### src/rtl/core/pqed_pkg.sv
`timescale 1ns / 1ps
`default_nettype none

package pqed_pkg;

  // Input item as it arrives on the request port.
  typedef struct packed {
    logic [1:0]  operation;
    logic [31:0] timestamp;
    logic [5:0]  channel;
    logic [15:0] level_a;
    logic [15:0] level_b;
    logic        appliance_on;
  } request_t;

  // Result item as it leaves on the result port.
  typedef struct packed {
    logic        event_valid;
    logic [2:0]  event_kind;
    logic [1:0]  event_phase;
    logic [15:0] event_severity;
    logic [9:0]  event_duration_ms;
    logic [31:0] event_time;
  } result_t;

  // Operation codes of an input item.
  typedef enum logic [1:0] {
    OP_VOLTAGE   = 2'd0,
    OP_FLICKER   = 2'd1,
    OP_APPLIANCE = 2'd2,
    OP_POP       = 2'd3
  } op_t;

  // Event kinds as recorded in the ring.
  typedef enum logic [2:0] {
    KIND_INTERRUPTION = 3'd0,
    KIND_SAG          = 3'd1,
    KIND_SWELL        = 3'd2,
    KIND_HARMONIC     = 3'd3,
    KIND_FLICKER      = 3'd4,
    KIND_ON           = 3'd5,
    KIND_OFF          = 3'd6
  } kind_t;

  // Configuration register indexes and port widths.
  localparam int CFG_INDEX_W = 2;
  localparam int CFG_DATA_W  = 16;
  localparam logic [CFG_INDEX_W-1:0] CFG_GRID_60HZ  = 2'd0;
  localparam logic [CFG_INDEX_W-1:0] CFG_THD_LIMIT  = 2'd1;
  localparam logic [CFG_INDEX_W-1:0] CFG_PST_LIMIT  = 2'd2;
  localparam logic [CFG_INDEX_W-1:0] CFG_DEBOUNCE_S = 2'd3;

  localparam logic [15:0] THD_LIMIT_RESET  = 16'd800;
  localparam logic [15:0] PST_LIMIT_RESET  = 16'd100;
  localparam logic [15:0] DEBOUNCE_S_RESET = 16'd2;

  // Configuration as seen by the front end.
  typedef struct packed {
    logic        grid_60hz;
    logic [15:0] thd_limit;
    logic [15:0] pst_limit;
    logic [15:0] debounce_s;
  } cfg_t;

  // Nominal voltages in centivolts and the thresholds on ten times the RMS value.
  localparam logic [15:0] NOM_50HZ_CV   = 16'd23000;
  localparam logic [15:0] NOM_60HZ_CV   = 16'd12000;
  localparam logic [19:0] SAG_THR_50HZ   = 20'd207000;
  localparam logic [19:0] SWELL_THR_50HZ = 20'd253000;
  localparam logic [19:0] SAG_THR_60HZ   = 20'd108000;
  localparam logic [19:0] SWELL_THR_60HZ = 20'd132000;

  localparam logic [5:0]  PHASE_MAX        = 6'd2;
  localparam logic [1:0]  PHASE_AGGREGATE  = 2'd3;
  localparam logic [9:0]  DURATION_QUALITY = 10'd1000;
  localparam logic [15:0] SEVERITY_MAX     = 16'hFFFF;

  // Deviation in hundredths of a percent is diff * 10000 / nominal, which is
  // diff * 10 / 23 at 230 V and diff * 5 / 6 at 120 V. The division runs as a
  // multiplication by a truncated reciprocal followed by one correction step.
  localparam int PCT_RECIP_SHIFT = 24;
  localparam int PCT_RECIP_W     = 22;
  localparam int PCT_NUM_W       = 20;
  localparam int PCT_PROD_W      = PCT_NUM_W + PCT_RECIP_W;
  localparam int PCT_DIV_W       = 5;
  localparam logic [PCT_DIV_W-1:0] PCT_DIV_50HZ = 5'd23;
  localparam logic [PCT_DIV_W-1:0] PCT_DIV_60HZ = 5'd6;
  localparam logic [PCT_RECIP_W-1:0] PCT_RECIP_50HZ =
    PCT_RECIP_W'((64'd1 << PCT_RECIP_SHIFT) / 64'd23);
  localparam logic [PCT_RECIP_W-1:0] PCT_RECIP_60HZ =
    PCT_RECIP_W'((64'd1 << PCT_RECIP_SHIFT) / 64'd6);

  // Command passed from the front end to the back end.
  typedef struct packed {
    logic        is_pop;
    kind_t       kind;
    logic [1:0]  phase;
    logic [15:0] value;
    logic        pct;
    logic        grid_60hz;
    logic [31:0] stamp;
  } cmd_t;

  // One stored event; the duration follows from the kind.
  typedef struct packed {
    kind_t       kind;
    logic [1:0]  phase;
    logic [15:0] severity;
    logic [31:0] stamp;
  } entry_t;

  // Command queue between the two ends.
  localparam int CMDQ_DEPTH = 4;
  localparam int CMDQ_PTR_W = $clog2(CMDQ_DEPTH);
  localparam int CMDQ_CNT_W = $clog2(CMDQ_DEPTH + 1);

  typedef struct packed {
    logic empty;
    logic full;
    logic room2;
  } cmdq_status_t;

endpackage

`default_nettype wire

### src/rtl/core/pqed_ram.sv
`timescale 1ns / 1ps
`default_nettype none

module pqed_ram #(
  parameter int WIDTH = 53,
  parameter int DEPTH = 32
) (
  input  wire logic                     clk,
  input  wire logic                     we,
  input  wire logic [$clog2(DEPTH)-1:0] waddr,
  input  wire logic [WIDTH-1:0]         wdata,
  input  wire logic [$clog2(DEPTH)-1:0] raddr,
  output logic      [WIDTH-1:0]         rdata
);

  logic [WIDTH-1:0] mem [DEPTH];

  // One write port and one registered read port.
  always_ff @(posedge clk) begin
    if (we) begin
      mem[waddr] <= wdata;
    end
    rdata <= mem[raddr];
  end

endmodule

`default_nettype wire

### src/rtl/core/pqed_cmd_fifo.sv
`timescale 1ns / 1ps
`default_nettype none

module pqed_cmd_fifo (
  input  wire logic                   clk,
  input  wire logic                   rst,
  input  wire logic                   push,
  input  wire pqed_pkg::cmd_t         push_cmd,
  input  wire logic                   pop,
  output pqed_pkg::cmd_t              head,
  output pqed_pkg::cmdq_status_t      status
);

  pqed_pkg::cmd_t                       slots [pqed_pkg::CMDQ_DEPTH];
  logic [pqed_pkg::CMDQ_PTR_W-1:0]      wr_ptr;
  logic [pqed_pkg::CMDQ_PTR_W-1:0]      rd_ptr;
  logic [pqed_pkg::CMDQ_CNT_W-1:0]      count;

  // Pointers and fill count; the depth is a power of two, so pointers wrap freely.
  always_ff @(posedge clk) begin
    if (rst) begin
      wr_ptr <= '0;
      rd_ptr <= '0;
      count  <= '0;
    end else begin
      if (push) begin
        wr_ptr <= wr_ptr + 1'b1;
      end
      if (pop) begin
        rd_ptr <= rd_ptr + 1'b1;
      end
      unique case ({push, pop})
        2'b10:   count <= count + 1'b1;
        2'b01:   count <= count - 1'b1;
        default: count <= count;
      endcase
    end
  end

  // Command storage needs no reset.
  always_ff @(posedge clk) begin
    if (push) begin
      slots[wr_ptr] <= push_cmd;
    end
  end

  assign head         = slots[rd_ptr];
  assign status.empty = (count == '0);
  assign status.full  = (count == pqed_pkg::CMDQ_CNT_W'(pqed_pkg::CMDQ_DEPTH));
  assign status.room2 = (count <= pqed_pkg::CMDQ_CNT_W'(pqed_pkg::CMDQ_DEPTH - 2));

endmodule

`default_nettype wire

### src/rtl/core/pqed_front.sv
`timescale 1ns / 1ps
`default_nettype none

module pqed_front #(
  parameter int NUM_CLASSES = 16
) (
  input  wire logic               clk,
  input  wire logic               rst,
  input  wire logic               accept,
  input  wire pqed_pkg::request_t request,
  input  wire pqed_pkg::cfg_t     cfg,
  output logic                    idle,
  output logic                    push,
  output pqed_pkg::cmd_t          push_cmd
);

  localparam int CLASS_W = (NUM_CLASSES > 1) ? $clog2(NUM_CLASSES) : 1;

  typedef enum logic [1:0] {
    F_IDLE,
    F_EVAL,
    F_SECOND
  } state_t;

  state_t               state;
  pqed_pkg::request_t   item_q;

  logic                 reported [NUM_CLASSES];
  logic [31:0]          stamp    [NUM_CLASSES];

  pqed_pkg::op_t        op;
  logic                 phase_ok;
  logic                 class_ok;
  logic [CLASS_W-1:0]   idx;
  logic [15:0]          nom;
  logic [19:0]          sag_thr;
  logic [19:0]          swell_thr;
  logic [19:0]          v10;
  logic                 below_int;
  logic                 below_sag;
  logic                 above_swell;
  logic                 volt_hit;
  logic                 thd_hit;
  logic                 changed;
  logic                 settled;
  logic [31:0]          elapsed;
  logic                 eval_valid;
  logic                 need_second;
  pqed_pkg::cmd_t       eval_cmd;
  pqed_pkg::cmd_t       thd_cmd;

  // Classification of the held item.
  always_comb begin
    op        = pqed_pkg::op_t'(item_q.operation);
    phase_ok  = (item_q.channel <= pqed_pkg::PHASE_MAX);
    class_ok  = ({1'b0, item_q.channel} < 7'(NUM_CLASSES));
    idx       = item_q.channel[CLASS_W-1:0];
    nom       = cfg.grid_60hz ? pqed_pkg::NOM_60HZ_CV : pqed_pkg::NOM_50HZ_CV;
    sag_thr   = cfg.grid_60hz ? pqed_pkg::SAG_THR_60HZ : pqed_pkg::SAG_THR_50HZ;
    swell_thr = cfg.grid_60hz ? pqed_pkg::SWELL_THR_60HZ : pqed_pkg::SWELL_THR_50HZ;
    v10       = ({4'b0, item_q.level_a} << 3) + ({4'b0, item_q.level_a} << 1);

    below_int   = (v10 < {4'b0, nom});
    below_sag   = (v10 < sag_thr);
    above_swell = (v10 > swell_thr);
    volt_hit    = phase_ok && (below_sag || above_swell);
    thd_hit     = phase_ok && (item_q.level_b > cfg.thd_limit);

    changed = (item_q.appliance_on != reported[idx]);
    elapsed = item_q.timestamp - stamp[idx];
    settled = (elapsed >= {16'b0, cfg.debounce_s});

    // Fields common to every event of this item.
    eval_cmd           = '0;
    eval_cmd.phase     = item_q.channel[1:0];
    eval_cmd.grid_60hz = cfg.grid_60hz;
    eval_cmd.stamp     = item_q.timestamp;
    eval_cmd.value     = item_q.level_a;
    eval_valid         = 1'b0;

    thd_cmd       = eval_cmd;
    thd_cmd.kind  = pqed_pkg::KIND_HARMONIC;
    thd_cmd.value = item_q.level_b;

    unique case (op)
      pqed_pkg::OP_VOLTAGE: begin
        if (volt_hit) begin
          eval_valid = 1'b1;
          if (below_int) begin
            eval_cmd.kind = pqed_pkg::KIND_INTERRUPTION;
          end else if (below_sag) begin
            eval_cmd.kind  = pqed_pkg::KIND_SAG;
            eval_cmd.value = nom - item_q.level_a;
            eval_cmd.pct   = 1'b1;
          end else begin
            eval_cmd.kind  = pqed_pkg::KIND_SWELL;
            eval_cmd.value = item_q.level_a - nom;
            eval_cmd.pct   = 1'b1;
          end
        end else if (thd_hit) begin
          eval_valid = 1'b1;
          eval_cmd   = thd_cmd;
        end
      end
      pqed_pkg::OP_FLICKER: begin
        eval_valid    = phase_ok && (item_q.level_a > cfg.pst_limit);
        eval_cmd.kind = pqed_pkg::KIND_FLICKER;
      end
      pqed_pkg::OP_APPLIANCE: begin
        eval_valid     = class_ok && changed && settled;
        eval_cmd.kind  = item_q.appliance_on ? pqed_pkg::KIND_ON : pqed_pkg::KIND_OFF;
        eval_cmd.phase = pqed_pkg::PHASE_AGGREGATE;
      end
      pqed_pkg::OP_POP: begin
        eval_valid      = 1'b1;
        eval_cmd.is_pop = 1'b1;
      end
      default: begin
        eval_valid = 1'b0;
      end
    endcase

    need_second = (op == pqed_pkg::OP_VOLTAGE) && volt_hit && thd_hit;
  end

  // Sequencer: take an item, emit its first command, then the THD command if due.
  always_ff @(posedge clk) begin
    if (rst) begin
      state <= F_IDLE;
    end else begin
      unique case (state)
        F_IDLE: begin
          if (accept) begin
            state  <= F_EVAL;
            item_q <= request;
          end
        end
        F_EVAL: begin
          state <= need_second ? F_SECOND : F_IDLE;
        end
        F_SECOND: begin
          state <= F_IDLE;
        end
        default: begin
          state <= F_IDLE;
        end
      endcase
    end
  end

  // Appliance class table: debounced state and the time it was last confirmed.
  always_ff @(posedge clk) begin
    if (rst) begin
      for (int i = 0; i < NUM_CLASSES; i++) begin
        reported[i] <= 1'b0;
        stamp[i]    <= '0;
      end
    end else if (state == F_EVAL && op == pqed_pkg::OP_APPLIANCE && class_ok) begin
      if (!changed) begin
        stamp[idx] <= item_q.timestamp;
      end else if (settled) begin
        reported[idx] <= item_q.appliance_on;
        stamp[idx]    <= item_q.timestamp;
      end
    end
  end

  assign idle     = (state == F_IDLE);
  assign push     = ((state == F_EVAL) && eval_valid) || (state == F_SECOND);
  assign push_cmd = (state == F_SECOND) ? thd_cmd : eval_cmd;

endmodule

`default_nettype wire

### src/rtl/core/pqed_back.sv
`timescale 1ns / 1ps
`default_nettype none

module pqed_back #(
  parameter int QUEUE_DEPTH = 32
) (
  input  wire logic            clk,
  input  wire logic            rst,
  input  wire logic            cmd_valid,
  input  wire pqed_pkg::cmd_t  cmd,
  output logic                 take,
  output logic                 done,
  output pqed_pkg::result_t    result
);

  localparam int PTR_W = $clog2(QUEUE_DEPTH);
  localparam logic [PTR_W-1:0] PTR_LAST = PTR_W'(QUEUE_DEPTH - 1);
  localparam int QUO_W = pqed_pkg::PCT_PROD_W - pqed_pkg::PCT_RECIP_SHIFT;
  localparam int REM_W = QUO_W + pqed_pkg::PCT_DIV_W;

  typedef enum logic [1:0] {
    B_IDLE,
    B_PCT,
    B_READ
  } state_t;

  state_t                               state;
  logic [PTR_W-1:0]                     write_ptr;
  logic [PTR_W-1:0]                     read_ptr;
  pqed_pkg::cmd_t                       cmd_q;
  logic [pqed_pkg::PCT_NUM_W-1:0]       num_q;
  logic [pqed_pkg::PCT_PROD_W-1:0]      prod_q;

  logic [pqed_pkg::PCT_NUM_W-1:0]       num;
  logic [pqed_pkg::PCT_RECIP_W-1:0]     recip;
  logic [pqed_pkg::PCT_PROD_W-1:0]      prod_next;
  logic [QUO_W-1:0]                     quo0;
  logic [pqed_pkg::PCT_DIV_W-1:0]       divisor;
  logic [REM_W-1:0]                     rem;
  logic [QUO_W:0]                       quo;
  logic [15:0]                          pct_sev;

  logic                                 ram_we;
  pqed_pkg::entry_t                     ram_wentry;
  logic [$bits(pqed_pkg::entry_t)-1:0]  ram_rdata;
  pqed_pkg::entry_t                     rd_entry;
  logic                                 enqueue;
  logic [PTR_W-1:0]                     write_ptr_inc;
  logic [PTR_W-1:0]                     read_ptr_inc;

  function automatic logic [PTR_W-1:0] wrap_inc(input logic [PTR_W-1:0] p);
    return (p == PTR_LAST) ? '0 : p + 1'b1;
  endfunction

  // First step of the percentage: scale the deviation and multiply by the reciprocal.
  always_comb begin
    if (cmd.grid_60hz) begin
      num   = ({4'b0, cmd.value} << 2) + {4'b0, cmd.value};
      recip = pqed_pkg::PCT_RECIP_60HZ;
    end else begin
      num   = ({4'b0, cmd.value} << 3) + ({4'b0, cmd.value} << 1);
      recip = pqed_pkg::PCT_RECIP_50HZ;
    end
    prod_next = pqed_pkg::PCT_PROD_W'(num) * pqed_pkg::PCT_PROD_W'(recip);
  end

  // Second step: the estimate is at most one short, so one compare corrects it.
  always_comb begin
    divisor = cmd_q.grid_60hz ? pqed_pkg::PCT_DIV_60HZ : pqed_pkg::PCT_DIV_50HZ;
    quo0    = prod_q[pqed_pkg::PCT_PROD_W-1:pqed_pkg::PCT_RECIP_SHIFT];
    rem     = REM_W'(num_q) - (REM_W'(quo0) * REM_W'(divisor));
    quo     = {1'b0, quo0} + ((rem >= REM_W'(divisor)) ? 1'b1 : 1'b0);
    pct_sev = (quo > (QUO_W + 1)'(pqed_pkg::SEVERITY_MAX)) ?
              pqed_pkg::SEVERITY_MAX : quo[15:0];
  end

  // Ring writes: plain events straight from the queue head, percentages in the following cycle.
  always_comb begin
    take       = (state == B_IDLE) && cmd_valid;
    ram_wentry = '0;
    ram_we     = 1'b0;
    if (state == B_PCT) begin
      ram_we              = 1'b1;
      ram_wentry.kind     = cmd_q.kind;
      ram_wentry.phase    = cmd_q.phase;
      ram_wentry.severity = pct_sev;
      ram_wentry.stamp    = cmd_q.stamp;
    end else if (take && !cmd.is_pop && !cmd.pct) begin
      ram_we              = 1'b1;
      ram_wentry.kind     = cmd.kind;
      ram_wentry.phase    = cmd.phase;
      ram_wentry.severity = cmd.value;
      ram_wentry.stamp    = cmd.stamp;
    end
    enqueue       = ram_we;
    write_ptr_inc = wrap_inc(write_ptr);
    read_ptr_inc  = wrap_inc(read_ptr);
  end

  pqed_ram #(
    .WIDTH ($bits(pqed_pkg::entry_t)),
    .DEPTH (QUEUE_DEPTH)
  ) u_ring (
    .clk   (clk),
    .we    (ram_we),
    .waddr (write_ptr),
    .wdata (ram_wentry),
    .raddr (read_ptr),
    .rdata (ram_rdata)
  );

  assign rd_entry = pqed_pkg::entry_t'(ram_rdata);

  // Back-end sequencer, ring pointers and the registered result.
  always_ff @(posedge clk) begin
    if (rst) begin
      state     <= B_IDLE;
      write_ptr <= '0;
      read_ptr  <= '0;
      done      <= 1'b0;
    end else begin
      done <= 1'b0;

      // A full ring drops its oldest event to make room.
      if (enqueue) begin
        write_ptr <= write_ptr_inc;
        if (write_ptr_inc == read_ptr) begin
          read_ptr <= read_ptr_inc;
        end
      end

      unique case (state)
        B_IDLE: begin
          if (take) begin
            if (cmd.is_pop) begin
              if (read_ptr == write_ptr) begin
                done   <= 1'b1;
                result <= '0;
              end else begin
                read_ptr <= read_ptr_inc;
                state    <= B_READ;
              end
            end else if (cmd.pct) begin
              cmd_q  <= cmd;
              num_q  <= num;
              prod_q <= prod_next;
              state  <= B_PCT;
            end
          end
        end
        B_PCT: begin
          state <= B_IDLE;
        end
        B_READ: begin
          done                     <= 1'b1;
          result.event_valid       <= 1'b1;
          result.event_kind        <= rd_entry.kind;
          result.event_phase       <= rd_entry.phase;
          result.event_severity    <= rd_entry.severity;
          result.event_duration_ms <=
            (rd_entry.kind == pqed_pkg::KIND_ON || rd_entry.kind == pqed_pkg::KIND_OFF) ?
            '0 : pqed_pkg::DURATION_QUALITY;
          result.event_time        <= rd_entry.stamp;
          state                    <= B_IDLE;
        end
        default: begin
          state <= B_IDLE;
        end
      endcase
    end
  end

endmodule

`default_nettype wire

### src/rtl/core/power_quality_event_detector.sv
`timescale 1ns / 1ps
`default_nettype none

// Power quality event detector for one phase per item.
// An item is transferred on request when start is high and busy is low. Voltage
// and flicker checks and appliance updates record events in an internal ring of
// QUEUE_DEPTH-1 entries that drops its oldest event when full; a pop item reads
// out the oldest event. Only a pop gives a result: done is high for exactly one
// cycle with the result fields, and event_valid is low on an empty ring.
// The receiver cannot stall; each result must be taken in its done cycle.
// The front end holds an item through its evaluation state, and through a
// second state for a voltage check that raises both a voltage and a THD
// event, and takes no new item until it is through; busy also rises while the
// four-entry command queue cannot take two more commands. The back end writes
// a sag or swell through an extra state for the two-step percentage multiply,
// and a pop result is registered in the back end's read state, or as the pop
// is taken on an empty ring. Configuration writes take effect at the next edge and belong to
// idle periods. Synchronous reset empties the ring and clears the appliance
// table; the ring storage itself is not cleared, so no clearing pass is needed.
module power_quality_event_detector #(
  parameter int QUEUE_DEPTH = 32,
  parameter int NUM_CLASSES = 16
) (
  input  wire logic                              clk,
  input  wire logic                              rst,
  input  wire logic                              start,
  output logic                                   busy,
  input  wire pqed_pkg::request_t                request,
  output logic                                   done,
  output pqed_pkg::result_t                      result,
  input  wire logic                              cfg_we,
  input  wire logic [pqed_pkg::CFG_INDEX_W-1:0]  cfg_index,
  input  wire logic [pqed_pkg::CFG_DATA_W-1:0]   cfg_data
);

  pqed_pkg::cfg_t          cfg;
  logic                    accept;
  logic                    front_idle;
  logic                    cmd_push;
  pqed_pkg::cmd_t          cmd_in;
  pqed_pkg::cmd_t          cmd_head;
  pqed_pkg::cmdq_status_t  q_status;
  logic                    cmd_take;

  // Configuration registers.
  always_ff @(posedge clk) begin
    if (rst) begin
      cfg.grid_60hz  <= 1'b0;
      cfg.thd_limit  <= pqed_pkg::THD_LIMIT_RESET;
      cfg.pst_limit  <= pqed_pkg::PST_LIMIT_RESET;
      cfg.debounce_s <= pqed_pkg::DEBOUNCE_S_RESET;
    end else if (cfg_we) begin
      unique case (cfg_index)
        pqed_pkg::CFG_GRID_60HZ:  cfg.grid_60hz  <= cfg_data[0];
        pqed_pkg::CFG_THD_LIMIT:  cfg.thd_limit  <= cfg_data;
        pqed_pkg::CFG_PST_LIMIT:  cfg.pst_limit  <= cfg_data;
        pqed_pkg::CFG_DEBOUNCE_S: cfg.debounce_s <= cfg_data;
        default:                  cfg.grid_60hz  <= cfg.grid_60hz;
      endcase
    end
  end

  // Transfer when the front end is free and the queue can take two commands.
  assign busy   = !front_idle || !q_status.room2;
  assign accept = start && !busy;

  pqed_front #(
    .NUM_CLASSES (NUM_CLASSES)
  ) u_front (
    .clk      (clk),
    .rst      (rst),
    .accept   (accept),
    .request  (request),
    .cfg      (cfg),
    .idle     (front_idle),
    .push     (cmd_push),
    .push_cmd (cmd_in)
  );

  pqed_cmd_fifo u_cmdq (
    .clk      (clk),
    .rst      (rst),
    .push     (cmd_push),
    .push_cmd (cmd_in),
    .pop      (cmd_take),
    .head     (cmd_head),
    .status   (q_status)
  );

  pqed_back #(
    .QUEUE_DEPTH (QUEUE_DEPTH)
  ) u_back (
    .clk       (clk),
    .rst       (rst),
    .cmd_valid (!q_status.empty),
    .cmd       (cmd_head),
    .take      (cmd_take),
    .done      (done),
    .result    (result)
  );

`ifndef NO_ASSERTIONS
  // The front end never pushes into a full command queue.
  a_no_cmdq_overflow: assert property (@(posedge clk) disable iff (rst)
    cmd_push |-> !q_status.full)
    else $error("command queue overflow");

  // A transferred item keeps the block busy in the following cycle.
  a_busy_after_accept: assert property (@(posedge clk) disable iff (rst)
    accept |=> busy)
    else $error("block not busy after a transfer");

  // A pop on an empty ring returns all-zero fields.
  a_empty_pop_zero: assert property (@(posedge clk) disable iff (rst)
    (done && !result.event_valid) |->
      (result.event_kind == '0) && (result.event_phase == '0) &&
      (result.event_severity == '0) && (result.event_duration_ms == '0) &&
      (result.event_time == '0))
    else $error("empty pop with non-zero fields");

  // Appliance events carry the aggregate phase and no duration; others last 1000 ms.
  a_kind_fields: assert property (@(posedge clk) disable iff (rst)
    (done && result.event_valid) |->
      (((result.event_kind == 3'(pqed_pkg::KIND_ON)) ||
        (result.event_kind == 3'(pqed_pkg::KIND_OFF))) ?
       ((result.event_phase == pqed_pkg::PHASE_AGGREGATE) &&
        (result.event_duration_ms == '0)) :
       (result.event_duration_ms == pqed_pkg::DURATION_QUALITY)))
    else $error("event fields inconsistent with kind");
`endif

endmodule

`default_nettype wire

### config.mk
export PLATFORM = sky130hd
export DESIGN_NAME = power_quality_event_detector
export DESIGN_NICKNAME = d
export VERILOG_FILES = /design/src/rtl/core/pqed_pkg.sv /design/src/rtl/core/pqed_ram.sv /design/src/rtl/core/pqed_cmd_fifo.sv /design/src/rtl/core/pqed_front.sv /design/src/rtl/core/pqed_back.sv /design/src/rtl/core/power_quality_event_detector.sv
export SDC_FILE = /design/constraint.sdc
export NUM_CORES = 2
export LEC_CHECK = 0
export ABC_AREA = 1
export BUFFER_PORTS_ARGS = -buffer_cell sky130_fd_sc_hd__buf_2
export CELL_PAD_IN_SITES_DETAIL_PLACEMENT = 1
export CELL_PAD_IN_SITES_GLOBAL_PLACEMENT = 1
export CORE_ASPECT_RATIO = 0.6
export CORE_MARGIN = 2
export CORE_UTILIZATION = 47
export DETAILED_ROUTE_END_ITERATION = 10
export PLACE_DENSITY_LB_ADDON = 0.05
export SETUP_SLACK_MARGIN = 0.15
export SYNTH_ARGS = -nofsm -noshare
export SYNTH_HDL_FRONTEND = slang
export SYNTH_SLANG_ARGS = --single-unit
### constraint.sdc
create_clock -name clk -period 8.1 [get_ports clk]
set_input_delay 1.215 -clock clk [delete_from_list [all_inputs] [get_ports clk]]
set_output_delay 1.215 -clock clk [all_outputs]
set_load 0.02 [all_outputs]
* Word level (Yosys, flattened, before mapping) *
Memory sizes are Yosys's and may differ from the RTL's. A register that Yosys moved wholly into a read port is not among the register bits.
Cells that the tools add are included.
Widths: inputs -> output; s select.

storage, ports and cells
  flip-flop bits (word level) = 308
  latch bits = 0
  RAM bits = 2,448
  bits in read-only memories = 0
  output and inout port bits = 66
  logic and storage cells = 212
  memories = 4

memories
  name               depth  width  rd ports  clocked after memory_dff  write ports  RTL line             text
  u_back.u_ring.mem  32     53     1         1                         1            pqed_ram.sv:16       logic [WIDTH-1:0] mem [DEPTH];
  u_front.stamp      16     32     1         1                         16           pqed_front.sv:29     logic [31:0] stamp [NUM_CLASSES];
  u_cmdq.slots       4      56     1         1                         1            pqed_cmd_fifo.sv:14  pqed_pkg::cmd_t slots [pqed_pkg::CMDQ_DEPTH];
  u_front.reported   16     1      1         1                         16           pqed_front.sv:28     logic reported [NUM_CLASSES];

cells by class
  add/subtract/negate cells = 14
  multiply operators = 2
  div/mod/pow operators = 0
  order comparisons = 11
  equal/unequal tests = 24
  shift-type cells = 0
  mux-type cells = 80
  bitwise operators = 4
  reduce and logical (&&, ||, !) cells = 43

operators with widths
  cell              number
  $mux 64           3
  $pmux 64 s2       1
  $mux 53           2
  $mux 17           4
  $mux 32           2
  $mux 56           1
  $mux 54           1
  $mux 50           1
  $mux 5            9
  $mul 20x22->42    1
  $add 19x17->20    2
  $mux 33           1
  $ge 32x16->1      1
  $gt 16x16->1      2
  $reduce_or 32->1  1
  $sub 16x16->16    2
  $sub 32x32->32    1
  $mux 1            26
  $ge 23x5->1       1
  $mul 18x5->23     1
  $sub 20x23->23    1
  $mux 22           1
  $gt 20x20->1      1
  $lt 20x16->1      1
  45 further kinds  111

* Longest topological paths before layout *
  depth in word-level cells = 12
  mapped depth = 46
  mapped depth without buffers = 44

* By module *
A second synthesis with hierarchy kept.

second synthesis, totals
  cells, all modules = 12,745
  area, all modules = 133,978.5 um2

modules (own cells, without submodules)
  module                        times used  cells each  area each (um2)
  pqed_ram                      1           5,822       69,273.9
  pqed_front                    1           3,588       33,238.1
  pqed_back                     1           2,424       20,344.5
  pqed_cmd_fifo                 1           601         9,111.2
  power_quality_event_detector  1           310         2,010.7

* Worst setup path after synthesis *
OpenSTA, ideal clock, no wires.

  path kind = register -> register
  from = register (tool-made name)
  to = register u_back.prod_q[39] (netlist name) (data pin)
  arrival = 8.267 ns
  data required time = 7.848 ns
  path slack = -0.419 ns
  stages on the path, launching flop included = 44
  buffers on the path = 3
  period minus slack after synthesis = 8.519 ns
  cell sequence = dfxtp_1 clkbuf_1 clkbuf_1 buf_1 o21ai_0 o22ai_1 ha_1 inv_1 nor3_1 nand2_1 nand2_1 nand2_1 a31oi_1 nand2_1 nand2_1 nand2_1 nand2_1 xor2_1 [8 not listed] fa_1 fa_1 fa_1 fa_1 ha_1 nand2_1 nor2_1 nand4_1 nor3_1 nand2_1 o211ai_1 nand2_1 o211ai_1 a21oi_1 o21ai_0 nand2_1 nand3_1 nand2_1

RTL lines
  item                  RTL line          text
  to (signal assigned)  pqed_back.sv:146  prod_q <= prod_next;
  to (decl)             pqed_back.sv:32   logic [pqed_pkg::PCT_PROD_W-1:0] prod_q;

==> reports/summary.txt <==
Status = finished with violations
Failing checks = setup timing
Via-to-Cell Ratio = 5.93
CTS max path bufs = 4
Slew @ Worst Pin = 1.37 ns
Fin crit share = 103%
Final slew viol count = 0
Leading register cell type out of synthesis = edfxtp_1
Worst setup margin = -0.211 ns
Global-route wire length before repair = 652 mm
Post-synth EDFFs = 2652
Layout cells sized above 1 = 13.0%
Top cell type's share of synthesized area = 61.2%
Clk sink count = 2782
GRT overflow = 0
Final Hold Vio Count = 0
RSZ-0062 raised after global routing = true
Die H = 411 um
Synth async-reset ratio = 0%
XOR/XNOR Fraction of Synth Area = 0.700%
Syn Std Cell Area = 130000 um^2
Die W = 683 um
Synth Area in Adders = 7.86%
Synth area leaders = edfxtp_1 (61%), nor2_1 (5.6%), o21ai_0 (5.4%)
Clock Latency Late Sink = 0.89 ns
GRT Util Overall = 31.5%
Critical Path RT = 8.71 ns
H-tree levels = 5
Final wirelength = 449 mm
Largest net degree at the start of global routing = 217
Top-Level Pins = 161
Max-Cap Viols = 0
CP arrival = 8.92 ns
Crit-path slowest cell = fa_2
Std-Cell Rows = 149
CP startpoint kind = register
Yosys warns = 0
Layout area overhead = 14.5%
DRT iter0 DRCs = 10.5k
Part of the Yosys area used for sequential elements = 63.2%
Endpoint class of the critical path = register
DP Wirelength = 280 mm
First-pass DRT Iterations = 6
Final net count = 12.7k
Area leader, netlist = edfxtp_1
Layout Cells excl Fill = 15.9k
Clk slew on worst S/H paths = 0.07 ns
Clock Skew = 0.0641 ns
Finished layout cell area = 149000 um^2
CP max stage delay = 0.55 ns
RD Place Congestion = 0.905
Fmax = 0.120 GHz
Placed inst area = 138000 um^2
Period minus WS final = 8.31 ns
Post-Synthesis Cells = 11.5k
Class of the worst hold path = reg2reg
Wire per inst = 28.3 um
Crit path max fanout = 7
# setup viols final = 5
Post-Route Utilization = 54.1%
Headroom to the max-slew limit = 8.39%
Synth Register Bits = 2782
Core footprint = 275000 um^2
Simple-gate share of the synthesized area = 10.5%
Post-synthesis mux area share = 0.985%
Worst setup path category = reg2reg
Total number of vias = 94.1k
Clk root buf = clkbuf_16
Synth cell types = 59
TritonCTS Buffers = 275
DR DRC count = 0
Placed Cells = 15.3k
DRT antenna net count = 0
Top cells by count, synth = edfxtp_1 (2652), nor2_1 (1954), o21ai_0 (1416), nand2_1 (1137), inv_1 (1038)
CTS tree = built
Vias in the first global route = 94.5k
Main combinational cell family by area after synthesis = compound AO/OA/AOI/OAI gates
Die Area = 281000 um^2
PortBufs = 156
Antenna violations before repair = 19
Compound-gate portion of the synthesized area = 11.5%
Starting density of the core = 47.3%
Cell with the most instances after synthesis = edfxtp_1
Syn_area_per_cell = 11.3 um^2
through the flow:
| stage | worst slack, ns | setup TNS (ns) | hold WS (ns) |
|---|---|---|---|
| after floorplan | 0.163 | 0 | 0.435 |
| after global placement | -0.702 | -6.07 | 0.445 |
| after detailed placement | -0.764 | -7.86 | 0.456 |
| after CTS | -0.232 | -0.676 | 0.465 |
| after global routing | -0.529 | -4.56 | 0.488 |
| final | -0.211 | -0.639 | 0.469 |
path summary, 6_finish.rpt:
kind,startpoint,endpoint,slack [ns],cells after the start
worst max-delay path,register,u_back.prod_q[39],-0.21,42
worst min-delay path,cfg[29],cfg[29],0.47,2
worst max register to register,register,u_back.prod_q[39],-0.21,42
worst min register to register,cfg[29],cfg[29],0.47,2
registers in the layout (all words and copies together) (netlist names), 18 cells and up, named ones only:
register,flops
u_back.num_q,20
u_back.cmd_q,38
u_back.prod_q,18
u_back.u_ring.mem,1696
u_front.stamp,512
cfg,49
u_front.item_q,67
u_cmdq.slots,224
u_back.u_ring.rdata,53
u_back.result,55
routing by layer:
metal	global-route usage, %	wire length (um)
met3	4.54	36500
met2	45.4	190000
met1	50.5	214000
met4	5.88	8470
met5	0	13
logic make-up (layout without fill, tap and decap cells):
group           count (synthesis)  in the layout
buf+inv                      1714           2310
other cells                     2             40
fa+ha+maj                     671            671
simple gates                 3458           3458
compound gates               2685           2685
mux                           128            128
flops                        2782           2782
xor+xnor                      104            104
timing repair:
item                       4_1_cts  5_1_grt
setup buffers                   25       26
gates cloned                     0        5
pin swaps                       77       86
hold buffers                     0        0
setup endpoints to repair       82      530
gates resized for setup        193      157
critical path: cells and delay by family, from the launching register on:
| family | cells | cell delay (ns) |
|---|---|---|
| and+or+nand+nor | 11 | 1.22 |
| AOI/OAI and AO/OA | 10 | 1.67 |
| adders and majority gates | 8 | 3.14 |
| buffers and inverters | 12 | 1.47 |
| DFF | 1 | 0.44 |
| xor gates and xnor gates | 1 | 0.12 |
cell usage in the layout, fill, tap and decap left out, drive strengths merged, types with 3 or more instances in the layout:
master,Yosys,final
nor3b,3,3
a21oi,445,445
ha,427,427
edfxtp,2652,2652
o21bai,11,11
xor2,86,86
clkinvlp,0,4
buf,133,777
o31ai,22,22
and2,4,4
nand3b,11,11
a31oi,16,16
a211oi,10,10
nand3,210,210
xnor2,18,18
bufinv,0,21
clkinv,5,73
o21a,5,5
inv,1041,1049
o2111ai,4,4
a21o,12,12
diode,0,5
a32oi,4,4
a32o,7,7
conb,2,35
clkbuf,535,386
nand2,1138,1138
nand4,38,38
fa,244,244
nor3,42,42
mux2i,128,128
nor2,1995,1995
dfxtp,130,130
o21ai,1433,1433
nor4,11,11
o22ai,546,546
o211ai,154,154
or2,5,5
a221oi,6,6
area by class of cell:
class	count	area [um^2]
fillers	28430	126000
flip-flops and latches	2782	82300
multi-input cells	7081	43100
clock buffers	381	7650
repair buffers	782	6140
well taps	3699	4630
inverters	1046	3980
clock inverters	101	1040
diodes	5	12.5
Power is not shown: default switching activity piles up to over one toggle a cycle in this logic, so the estimate is an artifact.
